**src/rtl/bike_pkg.sv**
```systemverilog
// Shared types, constants and constant functions of the kij estimator.
`default_nettype none

package bike_pkg;

  // Width of a Q0.32 value that may also hold exactly 1.0.
  localparam int QW = 33;
  // Width of a Q6.32 log magnitude (integer part up to 32 needs six bits).
  localparam int NLW = 38;

  localparam logic [QW-1:0] ONE_Q32 = 33'h1_0000_0000;
  // Gao exponent 0.30740130869870384801 in Q0.32, rounded.
  localparam logic [30:0] GAO_EXP_Q32 = 31'd1320278568;

  // Correlation select codes.
  localparam logic OP_CP  = 1'b0;
  localparam logic OP_GAO = 1'b1;

  // Per-item tag that rides along with the datapath.
  typedef struct packed {
    logic op;
    logic inv;
  } bike_tag_t;

  // Bit-by-bit integer square root of a 64-bit value.
  function automatic logic [63:0] bike_isqrt(input logic [63:0] x);
    logic [63:0] v;
    logic [63:0] res;
    logic [63:0] bitv;
    v    = x;
    res  = '0;
    bitv = 64'h4000_0000_0000_0000;
    for (int i = 0; i < 32; i++) begin
      if (v >= res + bitv) begin
        v   = v - (res + bitv);
        res = (res >> 1) + bitv;
      end else begin
        res = res >> 1;
      end
      bitv = bitv >> 2;
    end
    return res;
  endfunction

  // 2^(-2^-n) in Q0.32, built by n repeated square roots of one half.
  function automatic logic [31:0] bike_root(input int n);
    logic [63:0] d;
    d = 64'h8000_0000;
    for (int k = 0; k < 32; k++) begin
      if (k < n) begin
        d = bike_isqrt({d[31:0], 32'h0});
      end
    end
    return d[31:0];
  endfunction

endpackage

`default_nettype wire

```
**src/rtl/bike_fdiv.sv**
```systemverilog
// Pipelined restoring divider giving floor(num * 2^32 / den), one quotient bit per stage.
`default_nettype none

module bike_fdiv import bike_pkg::*; #(
  parameter int W  = 34,
  parameter int SW = 2
) (
  input  logic          clk,
  input  logic          rst,
  input  logic          en,
  input  logic          in_vld,
  input  logic [SW-1:0] in_side,
  input  logic [W-1:0]  num,
  input  logic [W-1:0]  den,
  output logic          out_vld,
  output logic [SW-1:0] out_side,
  output logic [QW-1:0] q
);

  localparam int N = QW - 1;

  logic          vld  [0:N];
  logic [SW-1:0] side [0:N];
  logic [W-1:0]  rem  [0:N];
  logic [W-1:0]  dv   [0:N];
  logic [QW-1:0] qv   [0:N];

  logic ge0;
  assign ge0 = (num >= den);

  always_ff @(posedge clk) begin
    if (rst) begin
      vld[0] <= 1'b0;
    end else if (en) begin
      vld[0] <= in_vld;
    end
  end

  always_ff @(posedge clk) begin
    if (en) begin
      side[0] <= in_side;
      dv[0]   <= den;
      rem[0]  <= ge0 ? W'(num - den) : num;
      qv[0]   <= {ge0, {N{1'b0}}};
    end
  end

  for (genvar k = 1; k <= N; k++) begin : g_step
    logic [W:0]    sh;
    logic          ge;
    logic [QW-1:0] qn;

    always_comb begin
      sh        = {rem[k-1], 1'b0};
      ge        = (sh >= {1'b0, dv[k-1]});
      qn        = qv[k-1];
      qn[N-k]   = ge;
    end

    always_ff @(posedge clk) begin
      if (rst) begin
        vld[k] <= 1'b0;
      end else if (en) begin
        vld[k] <= vld[k-1];
      end
    end

    always_ff @(posedge clk) begin
      if (en) begin
        side[k] <= side[k-1];
        dv[k]   <= dv[k-1];
        rem[k]  <= ge ? W'(sh - {1'b0, dv[k-1]}) : sh[W-1:0];
        qv[k]   <= qn;
      end
    end
  end

  assign out_vld  = vld[N];
  assign out_side = side[N];
  assign q        = qv[N];

endmodule

`default_nettype wire

```
**config.mk**
```make
export PLATFORM = sky130hd
export DESIGN_NAME = bike_fdiv
export DESIGN_NICKNAME = d
export VERILOG_FILES = /design/src/rtl/bike_pkg.sv /design/src/rtl/bike_fdiv.sv
export SDC_FILE = /design/constraint.sdc
export NUM_CORES = 2
export LEC_CHECK = 0
export BUFFER_PORTS_ARGS = -buffer_cell sky130_fd_sc_hd__clkbuf_2
export CAP_MARGIN = 20
export CORE_MARGIN = 2
export CORE_UTILIZATION = 58
export CTS_CLUSTER_SIZE = 30
export DETAILED_ROUTE_END_ITERATION = 7
export PLACE_DENSITY = 0.77
export SYNTH_ARGS = -nofsm -noshare
export SYNTH_HDL_FRONTEND = slang
export SYNTH_SLANG_ARGS = --single-unit
```
**constraint.sdc**
```tcl
create_clock -name clk -period 3.55 [get_ports clk]
set_input_delay 0.1775 -clock clk [delete_from_list [all_inputs] [get_ports clk]]
set_output_delay 0.1775 -clock clk [all_outputs]
set_load 0.005 [all_outputs]
```
==> metrics.md <==
| Metric | Value |
|---|---|
| Status | finished with violations |
| Failing checks | setup timing |
| Post-Syn Area | between 150000 and 200000 µm² |
| RSZ-0062 raised after global routing | true |
| I/O pin count | 110 |
| GRT overflow | 0 |
| Drc violations | 0 |
| Clk_lat worst skew | 920 ps |
| Mean Syn Cell Area | 11.3 µm² |
| Per-cell routed wire length | around 21 µm |
| Ranking of synthesized cells by area | edfxtp_1 (54%), ha_1 (8.9%), a21oi_1 (4.1%), inv_1 (3.3%), xnor2_1 (3.1%) |
| Core Util, Final | 68.4% |
| Vias/cell | 5.87 |
| DR pass1 iterations | 8 |
| Nets@finish | around 17000 |
| GRT Total Usage | 27.8% |
| Placed cell areas | 170000 µm² |
| Worst hold path class | input pin to flip-flop |
| Die H | 525 µm |
| Initial antenna violation count | 15 |
| Routed vias | 113000 |
| Share of layout cells above drive strength 1 | between 15 and 20% |
| Clock root buffer master | clkbuf_16 |
| Max Slew Vio Count | 0 |
| Worst path slowest cell | edfxtp_1 |
| Total CTS buffers | slightly above 300 |
| CTS H-tree lvls | 5 |
| CTS tree | done |
| Library cells used by synthesis | 91 |
| Minimum clock period | 3600 ps |
| Die W | 525 µm |
| Final instance area | between 150000 and 200000 µm² |
| Placer Congestion | 0.953 |
| Yosys reg bits | 2836 |
| Initial Util | 58.3% |
| Actual slew at the worst max-slew pin | 926 ps |
| Synthesized netlist cell count | 14000 |
| Synthesized Nets | 15200 |
| CP Cell Sequence | ha_1 > o21a_1 > o21a_1 > and4_1 > a221o_1 > a22o_1 > a22o_1 > o41ai_2 > o211a_2 > buf_12 > buf_12 > mux2_4 |
| Largest net degree at the start of global routing | 162 |
| Startpoint types | flip-flop |
| Port buffer count | 109 |
| DIE AREA | 276000 µm² |
| Relative slew slack | 38.3% |
| First-pass GRT wire length | 604000 µm |
| Post-synthesis sequential area ratio | 54.0% |
| Max Cap Viol | 0 |
| Detailed Place HPWL | 296000 µm |
| Final hold violation count | 0 |
| IR drop worst, VDD | 452 µV |
| Most used cells in the layout excluding fill and tap cells | edfxtp_1 (2836), inv_1 (1388), a21oi_1 (1241), ha_1 (1077), buf_4 (1052) |
| P&R area growth vs syn | 17.4% |
| Worst Hold Slack | ~50 ps |
| CP Capture Type | flip-flop |
| DRT antenna net count | 0 |
| CP Class | flip-flop to flip-flop |
| Rows | around 190 |
| Power Total | between 150 and 200 mW |
| Post-synth ARST share | 0% |
| Final period util | 101% |
| PnR worst setup slack | -52.6 ps |
| Post-synth top area cell | edfxtp_1 |
| Final setup viols | 54 |
| Clock buffer depth | 4 |
| Yosys top cell area share | approximately 54% |
| Initial DRC Count | 10100 |
| Power density over the cells | 955 nW/µm² |
| Most used DFF post-synth | edfxtp_1 |
| Commonest non-fill, non-tap cell in the layout | edfxtp_1 |
| Clock skew | approximately 56 ps |
| Clk sinks | 2836 |
| Final WL | 399000 µm |
| Slowest stage delay, CP | approximately 400 ps |
| Max Freq | 278 MHz |
| Leak pwr | roughly 77 nW |
| Core footprint | 271000 µm² |
| Post-synth EDFFs | between 2000 and 3000 |
| CTS clk-pin slew, worst paths | 60 ps |
| Vias in the first global route | ~110k |
| Worst Path Arrival | 4260 ps |
| CP Data Required Time | between 4000 and 5000 ps |
| Yosys Warn Count | 0 |
| Crit path max fanout | 5 |
-- per-layer routing --
metal | vias up | global-route usage [%] | share of wire, %
met2 | 3871 | 47.1 | 48
met1 | 53600 | 35.3 | 40
li1 | 54100 | - | -
met4 | 2 | 13.2 | 5.6
met5 | - | 0 | 0.0033
met3 | 1040 | 3.60 | 6.0
-- cell families (layout without fill, tap and decap cells) --
kind of cell | count (synthesis) | after routing | synth area share (%)
AOI/OAI and AO/OA | 3857 | 3858 | 15.2
and+or+nand+nor | 3019 | 3019 | 8.97
DFF | 2836 | 2836 | 54.0
buffers and inverters | 1785 | 3360 | 4.32
adders and majority gates | 1153 | 1153 | 9.30
xor gates and xnor gates | 957 | 957 | 5.32
muxes | 403 | 403 | 2.94
other | 0 | 10 | 0
-- what timing repair did --
item | CTS | global route
hold buffers | 107 | 1
buffers inserted | 27 | 107
resized for setup | 97 | 425
setup endpoints to repair | 315 | 712
endpoints found under the hold margin | 164 | 1
pin swaps | 39 | 123
cloned | 5 | 24
-- through the flow --
step,setup WS [ps],cells,TNS [ps]
2_1_floorplan,10.5,14000,0
3_3_place_gp,-362,18300,-10850
3_5_place_dp,-315,18300,-20170
4_1_cts,-44.7,19000,-143
5_1_grt,-163,19200,-12440
6_report,-52.6,19200,-1260
-- worst max-delay path, delay by kind of cell (launching register included) --
| kind | cells | cell delay, ps |
|---|---|---|
| mux | 1 | 290 |
| compound gates | 7 | 1860 |
| flops | 1 | 400 |
| simple gates | 1 | 200 |
| buf+inv | 2 | 260 |
| fa+ha+maj | 1 | 330 |
-- state kept, by name, indices dropped and copies added, names as in the netlist --
register  cells
vld          33
side         66
dv         1088
qv          561
rem        1088
-- where the power goes --
group / internal (mW) / leakage [nW] / switching [mW]
registers: 49.7 / 27.8 / 6.59
logic: 40.9 / 44.1 / 47.1
clock network: 19.0 / 4.98 / 13.6
-- worst paths after layout --
| kind | start | to | slack (ps) | depth (start not counted) |
|---|---|---|---|---|
| setup / recovery | rem[0][277] | rem[0][312] | -50 | 12 |
| hold / removal | den[9] | dv[0][9] | 50 | 2 |
| hold reg to reg | qv[1][405] | qv[1][438] | 380 | 0 |
| setup reg to reg | rem[0][277] | rem[0][312] | -50 | 12 |
-- Yosys cell counts (76+ instances only) --
cell type  instances
edfxtp_1        2836
inv_1           1401
a21oi_1         1298
ha_1            1121
nand2_1         1039
o21ai_0          901
nor2_1           778
a21o_1           569
xnor2_1          551
xor2_1           406
mux2_2           361
clkbuf_1         308
nand3_1          236
nand4_1          190
o21bai_1         156
o21a_1           131
nand2b_1         129
nor2b_1          121
a31oi_1          117
nor3_1           105
and2_1           104
a211oi_1          96
and3_1            85
o211ai_1          79
o31ai_1           76
-- cell type report --
class                      count  area (µm²)
sequential                  2836       85200
antenna                       10        25.0
fill                       19500       85400
tap                         3570        4470
multi-input combinational   9390       67900
timing repair buffer        1399       12000
clock inverter               204        2400
clock buffer                 354        7880
inverter                    1403        5270
Power figures use the tool's default switching activity.
