$ cat config.mk
export PLATFORM = sky130hd
export DESIGN_NAME = bike_kdiv
export DESIGN_NICKNAME = d
export VERILOG_FILES = /design/src/rtl/bike_pkg.sv /design/src/rtl/bike_kdiv.sv
export SDC_FILE = /design/constraint.sdc
export NUM_CORES = 1
export LEC_CHECK = 0
export BUFFER_PORTS_ARGS = -buffer_cell sky130_fd_sc_hd__buf_2
export CAP_MARGIN = 20
export CELL_PAD_IN_SITES_DETAIL_PLACEMENT = 0
export CELL_PAD_IN_SITES_GLOBAL_PLACEMENT = 1
export CORE_ASPECT_RATIO = 1.5
export CORE_UTILIZATION = 50
export DETAILED_ROUTE_END_ITERATION = 10
export GPL_ROUTABILITY_DRIVEN = 0
export GPL_TIMING_DRIVEN = 0
export PLACE_DENSITY_LB_ADDON = 0.15
export SLEW_MARGIN = 20
export SYNTH_ARGS = -nofsm -noshare
export SYNTH_HDL_FRONTEND = slang
export SYNTH_SLANG_ARGS = --single-unit
$ cat constraint.sdc
create_clock -name clk -period 9 [get_ports clk]
set_input_delay 1.8 -clock clk [delete_from_list [all_inputs] [get_ports clk]]
set_output_delay 1.8 -clock clk [all_outputs]
set_load 0.02 [all_outputs]
$ cat src/rtl/bike_pkg.sv
// Shared types, constants and constant functions of the kij estimator.
`default_nettype none

package bike_pkg;

  // Width of a Q0.32 value that may also hold exactly 1.0.
  localparam int QW = 33;
  // Width of a Q6.32 log magnitude (integer part up to 32 needs six bits).
  localparam int NLW = 38;

  localparam logic [QW-1:0] ONE_Q32 = 33'h1_0000_0000;
  // Gao exponent 0.30740130869870384801 in Q0.32, rounded.
  localparam logic [30:0] GAO_EXP_Q32 = 31'd1320278568;

  // Correlation select codes.
  localparam logic OP_CP  = 1'b0;
  localparam logic OP_GAO = 1'b1;

  // Per-item tag that rides along with the datapath.
  typedef struct packed {
    logic op;
    logic inv;
  } bike_tag_t;

  // Bit-by-bit integer square root of a 64-bit value.
  function automatic logic [63:0] bike_isqrt(input logic [63:0] x);
    logic [63:0] v;
    logic [63:0] res;
    logic [63:0] bitv;
    v    = x;
    res  = '0;
    bitv = 64'h4000_0000_0000_0000;
    for (int i = 0; i < 32; i++) begin
      if (v >= res + bitv) begin
        v   = v - (res + bitv);
        res = (res >> 1) + bitv;
      end else begin
        res = res >> 1;
      end
      bitv = bitv >> 2;
    end
    return res;
  endfunction

  // 2^(-2^-n) in Q0.32, built by n repeated square roots of one half.
  function automatic logic [31:0] bike_root(input int n);
    logic [63:0] d;
    d = 64'h8000_0000;
    for (int k = 0; k < 32; k++) begin
      if (k < n) begin
        d = bike_isqrt({d[31:0], 32'h0});
      end
    end
    return d[31:0];
  endfunction

endpackage

`default_nettype wire

$ cat src/rtl/bike_kdiv.sv
// Pipelined division of a log magnitude by 6 or by 2, eight quotient bits per stage.
`default_nettype none

module bike_kdiv import bike_pkg::*; #(
  parameter int SW = 2
) (
  input  logic           clk,
  input  logic           rst,
  input  logic           en,
  input  logic           in_vld,
  input  logic [SW-1:0]  in_side,
  input  logic [NLW-1:0] x,
  input  logic           sel6,
  output logic           out_vld,
  output logic [SW-1:0]  out_side,
  output logic [NLW-1:0] q
);

  localparam int XW   = 40;
  localparam int NB   = 8;
  localparam int NSTG = XW / NB;
  localparam logic [2:0] DIV_CP  = 3'd6;
  localparam logic [2:0] DIV_GAO = 3'd2;

  logic          vld  [0:NSTG];
  logic [SW-1:0] side [0:NSTG];
  logic [XW-1:0] w    [0:NSTG];
  logic [2:0]    r    [0:NSTG];
  logic          six  [0:NSTG];

  always_ff @(posedge clk) begin
    if (rst) begin
      vld[0] <= 1'b0;
    end else if (en) begin
      vld[0] <= in_vld;
    end
  end

  always_ff @(posedge clk) begin
    if (en) begin
      side[0] <= in_side;
      w[0]    <= {(XW - NLW)'(0), x};
      r[0]    <= '0;
      six[0]  <= sel6;
    end
  end

  // Quotient bits replace the dividend bits they were taken from.
  for (genvar j = 1; j <= NSTG; j++) begin : g_stg
    logic [2:0]    rr;
    logic [XW-1:0] ww;
    logic [2:0]    kk;
    logic [3:0]    t4;

    always_comb begin
      rr = r[j-1];
      ww = w[j-1];
      kk = six[j-1] ? DIV_CP : DIV_GAO;
      t4 = '0;
      for (int b = 0; b < NB; b++) begin
        t4 = {rr, ww[XW - 1 - NB * (j - 1) - b]};
        if (t4 >= {1'b0, kk}) begin
          rr                           = 3'(t4 - {1'b0, kk});
          ww[XW - 1 - NB * (j - 1) - b] = 1'b1;
        end else begin
          rr                           = t4[2:0];
          ww[XW - 1 - NB * (j - 1) - b] = 1'b0;
        end
      end
    end

    always_ff @(posedge clk) begin
      if (rst) begin
        vld[j] <= 1'b0;
      end else if (en) begin
        vld[j] <= vld[j-1];
      end
    end

    always_ff @(posedge clk) begin
      if (en) begin
        side[j] <= side[j-1];
        w[j]    <= ww;
        r[j]    <= rr;
        six[j]  <= six[j-1];
      end
    end
  end

  assign out_vld  = vld[NSTG];
  assign out_side = side[NSTG];
  assign q        = w[NSTG][NLW-1:0];

endmodule

`default_nettype wire

==> results.txt <==
crit path from = six[3]
most used cell, CP = ha_1
Worst EP arrival = 8.75 ns
Hold Startpoint = w[2][36]
Detail Placement HPWL = 10,300 µm
final setup vio count = 0
Hold WS = 0.413 ns
Peak VDD IR = 163 µV
clock tree buffer depth = 3
Worst Hold Endpoint = w[3][36]
setup ws final = 0.495 ns
first-pass GRT wire length = 25,900 µm
CTS tree = done
cts hold-fix bufs = 0
clock tree root buffer cell = clkbuf_16
Slew Limit Fails = 0
site row count = 64
Crit Reg-Reg Endpoint = r[4][2]
clock buffer count from CTS = 25
initial antenna violation count = 0
R2R depth = 36
# diodes = 0
drt total wl = 15,500 µm
crit path max fanout = 8
number of synthesized flops with an enable pin = 253
unrepaired setup endpoints after global routing = true
Final Hold Viols = 0
# fillers = 1,614
Die Y = 180 µm
status = finished, final reports clean
post-synthesis cell area = 10,500 µm²
Unique masters post-synth = 77
total gr overflow = 0
io pins = 86
DP Worst Slack = 0.371 ns
Initial Util = 0.513
post-synthesis cell count = 660
vias per cell = 5.38
Most used DFF post-synth = edfxtp_1
required time of the critical path = 9.25 ns
critical path type = reg2reg
Leak = 4.45 nW
R2R Path Start = six[3]
worst hold path depth = 0
drt drc = 0
chip width = 120 µm
r2r setup slk = 0.50 ns
Nets = 857
Clock transition at path regs = 0.06 ns
Synth-to-Final Area Change = 15.6%
Worst setup EP type = register
fin crit share = 0.945
DR vias = 5,677
post-route ant nets = 0
Initial DRC Count = 341
die area = 21,600 µm²
post-synthesis sequential area ratio = 0.723
Synth Area per Inst = 15.9 µm²
wire per inst = 14.7 µm
min Tclk post-route = 8.50 ns
slew margin rel. = 0.375
largest net degree at the start of global routing = 111
max incr delay on CP = 0.46 ns
Detailed Routing Iterations Pass 1 = 5
GRT Overall Usage = 0.145
number of max-cap violations = 0
power per cell area = 332 nW/µm²
clock latency on the worst-skew pair = 0.51 ns
Port Buffers = 83
#FFs+latches synth = 253
Mapped Nets = 742
max frequency = 118 MHz
Worst setup SP type = register
CTS Sinks = 253
Slowest-stage cell, CP = ha_2
Clock Skews = 0.0101 ns
share of layout cells above drive strength 1 = 0.212
vias in the first global route = 5,735
Async S/R FF share, synth = 0
Synth warnings = 0
Std-Cell Core Area = 20,500 µm²
hold crit path type = reg2reg
htree depth = 1
Worst-Margin Slew = 0.933 ns
[layout by cell type (no fill, tap or decap), types with 3 or more instances in the layout]
cell type | Yosys | final
o21bai_1 | 4 | 4
nor2b_1 | 6 | 6
clkinv_2 | 0 | 5
clkbuf_16 | 0 | 25
nand3b_1 | 9 | 9
o21ai_0 | 24 | 24
ha_1 | 37 | 36
xor2_1 | 22 | 22
or2_2 | 11 | 11
a211oi_1 | 6 | 5
nand2_1 | 49 | 49
clkinv_1 | 0 | 6
a21o_1 | 5 | 5
nand3_1 | 5 | 5
and2_1 | 9 | 9
o31a_1 | 3 | 3
nand2b_1 | 8 | 8
o31ai_1 | 6 | 6
buf_4 | 1 | 4
clkbuf_1 | 2 | 4
inv_1 | 22 | 20
clkinv_4 | 0 | 3
xnor2_1 | 15 | 15
or3_1 | 12 | 12
nor3_1 | 8 | 8
edfxtp_1 | 253 | 253
buf_2 | 0 | 82
o211ai_1 | 5 | 5
mux2i_1 | 9 | 9
a31oi_1 | 6 | 6
a21oi_1 | 23 | 23
mux2_2 | 3 | 3
nor2_1 | 27 | 27
or4_1 | 4 | 4
[cell families after synthesis]
family	count (synthesis)	share of synthesized area
compound gates	129	0.0959
xor+xnor	37	0.0308
fa+ha+maj	37	0.0440
buf+inv	27	0.0108
flops	253	0.723
mux	13	0.0132
other cells	1	0.000357
simple gates	163	0.0821
[synth_stat cells, drive strengths merged, types with 2 or more instances]
master,count,share of area
nand3b,9,0.0064
nor2,27,0.0096
a21oi,24,0.012
o21bai,4,0.0029
edfxtp,253,0.72
a41o,2,0.0019
a221o,2,0.0019
o31a,3,0.0025
clkbuf,3,0.0012
nor2b,6,0.0036
a31o,2,0.0017
mux2i,9,0.0086
a311o,2,0.0019
o21a,2,0.0014
o211ai,5,0.0036
nor4,2,0.0012
nor3,8,0.0038
and2,11,0.0069
o311ai,3,0.0025
xnor2,15,0.012
nand3,5,0.0024
nand2,49,0.017
a21o,7,0.0052
o22a,2,0.0017
o221ai,2,0.0017
or3,12,0.0071
a211oi,7,0.0062
buf,2,0.0018
a2111oi,4,0.0069
o31ai,6,0.0043
and3,3,0.0023
mux2,4,0.0046
o21ai,27,0.013
ha,37,0.044
o41ai,3,0.0043
a31oi,6,0.0036
xor2,22,0.018
nand2b,8,0.0048
or2,11,0.0065
o311a,2,0.0019
inv,22,0.0079
or4,6,0.0050
a221oi,3,0.0031
[stage by stage]
step	cell area, µm²	util	setup TNS [ns]	power (mW)	instances
final	12200	0.593	0	4.04	1056
after global routing	12200	0.593	-0.0815	4.29	1056
after CTS	12100	0.590	0	4.05	1053
after detailed placement	11300	0.552	0	3.06	1009
after global placement	11300	0.549	0	2.99	1007
after floorplan	10500	-	0	2.76	660
[cell type report]
cell class | instances | area, µm² | share of cell area
buffer | 5 | 31.3 | 0.00257
sequential | 253 | 7600 | 0.625
clock buffer | 27 | 633 | 0.0521
inverter | 22 | 90.1 | 0.00741
timing repair buffer | 88 | 503 | 0.0414
clock inverter | 17 | 143 | 0.0117
multi-input combinational | 380 | 2820 | 0.232
tap | 264 | 330 | 0.0272
[worst max-delay path by stage]
stage               to  slack [ns]  cells past startpoint
2_1_floorplan  r[4][2]        1.29                     37
3_3_place_gp   r[4][2]        0.49                     37
3_5_place_dp   r[4][2]        0.37                     37
4_1_cts        r[4][2]        0.33                     37
5_1_grt        r[4][2]       -0.08                     37
6_report       r[4][2]        0.50                     36
[routing by layer]
layer  share of wire  routed length, µm  GRT usage  up-vias
met5               0                  0          0        -
met4           0.021                327     0.0479        0
met3           0.042                654     0.0257       28
met2            0.52               8030      0.262      122
met1            0.42               6530      0.172     2716
li1                -                  -          -     2811
[flip-flops by register name (all words and copies together) (netlist names)]
name	flops
w	218
r	12
side	12
vld	6
six	5
[power by group]
part | switching (mW) | internal, mW | leakage (nW) | total, mW
Clock | 0.410 | 0.565 | 0.385 | 0.976
Sequential | 0.0644 | 1.57 | 2.45 | 1.64
Combinational | 0.804 | 0.622 | 1.61 | 1.43
Total | 1.28 | 2.76 | 4.45 | 4.04
[critical path: cells and delay by family, from the launching register on]
family / cells / cell delay, ns
flops: 1 / 0.39
buf+inv: 1 / 0.22
xor+xnor: 4 / 0.67
compound gates: 15 / 3.18
fa+ha+maj: 8 / 2.59
simple gates: 8 / 1.17
[repair_timing]
item                                    4_1_cts  5_1_grt
resized for setup                             0        6
buffers inserted                              0        3
endpoints found under the setup margin        0        4
(Power assumes the default switching activity.)
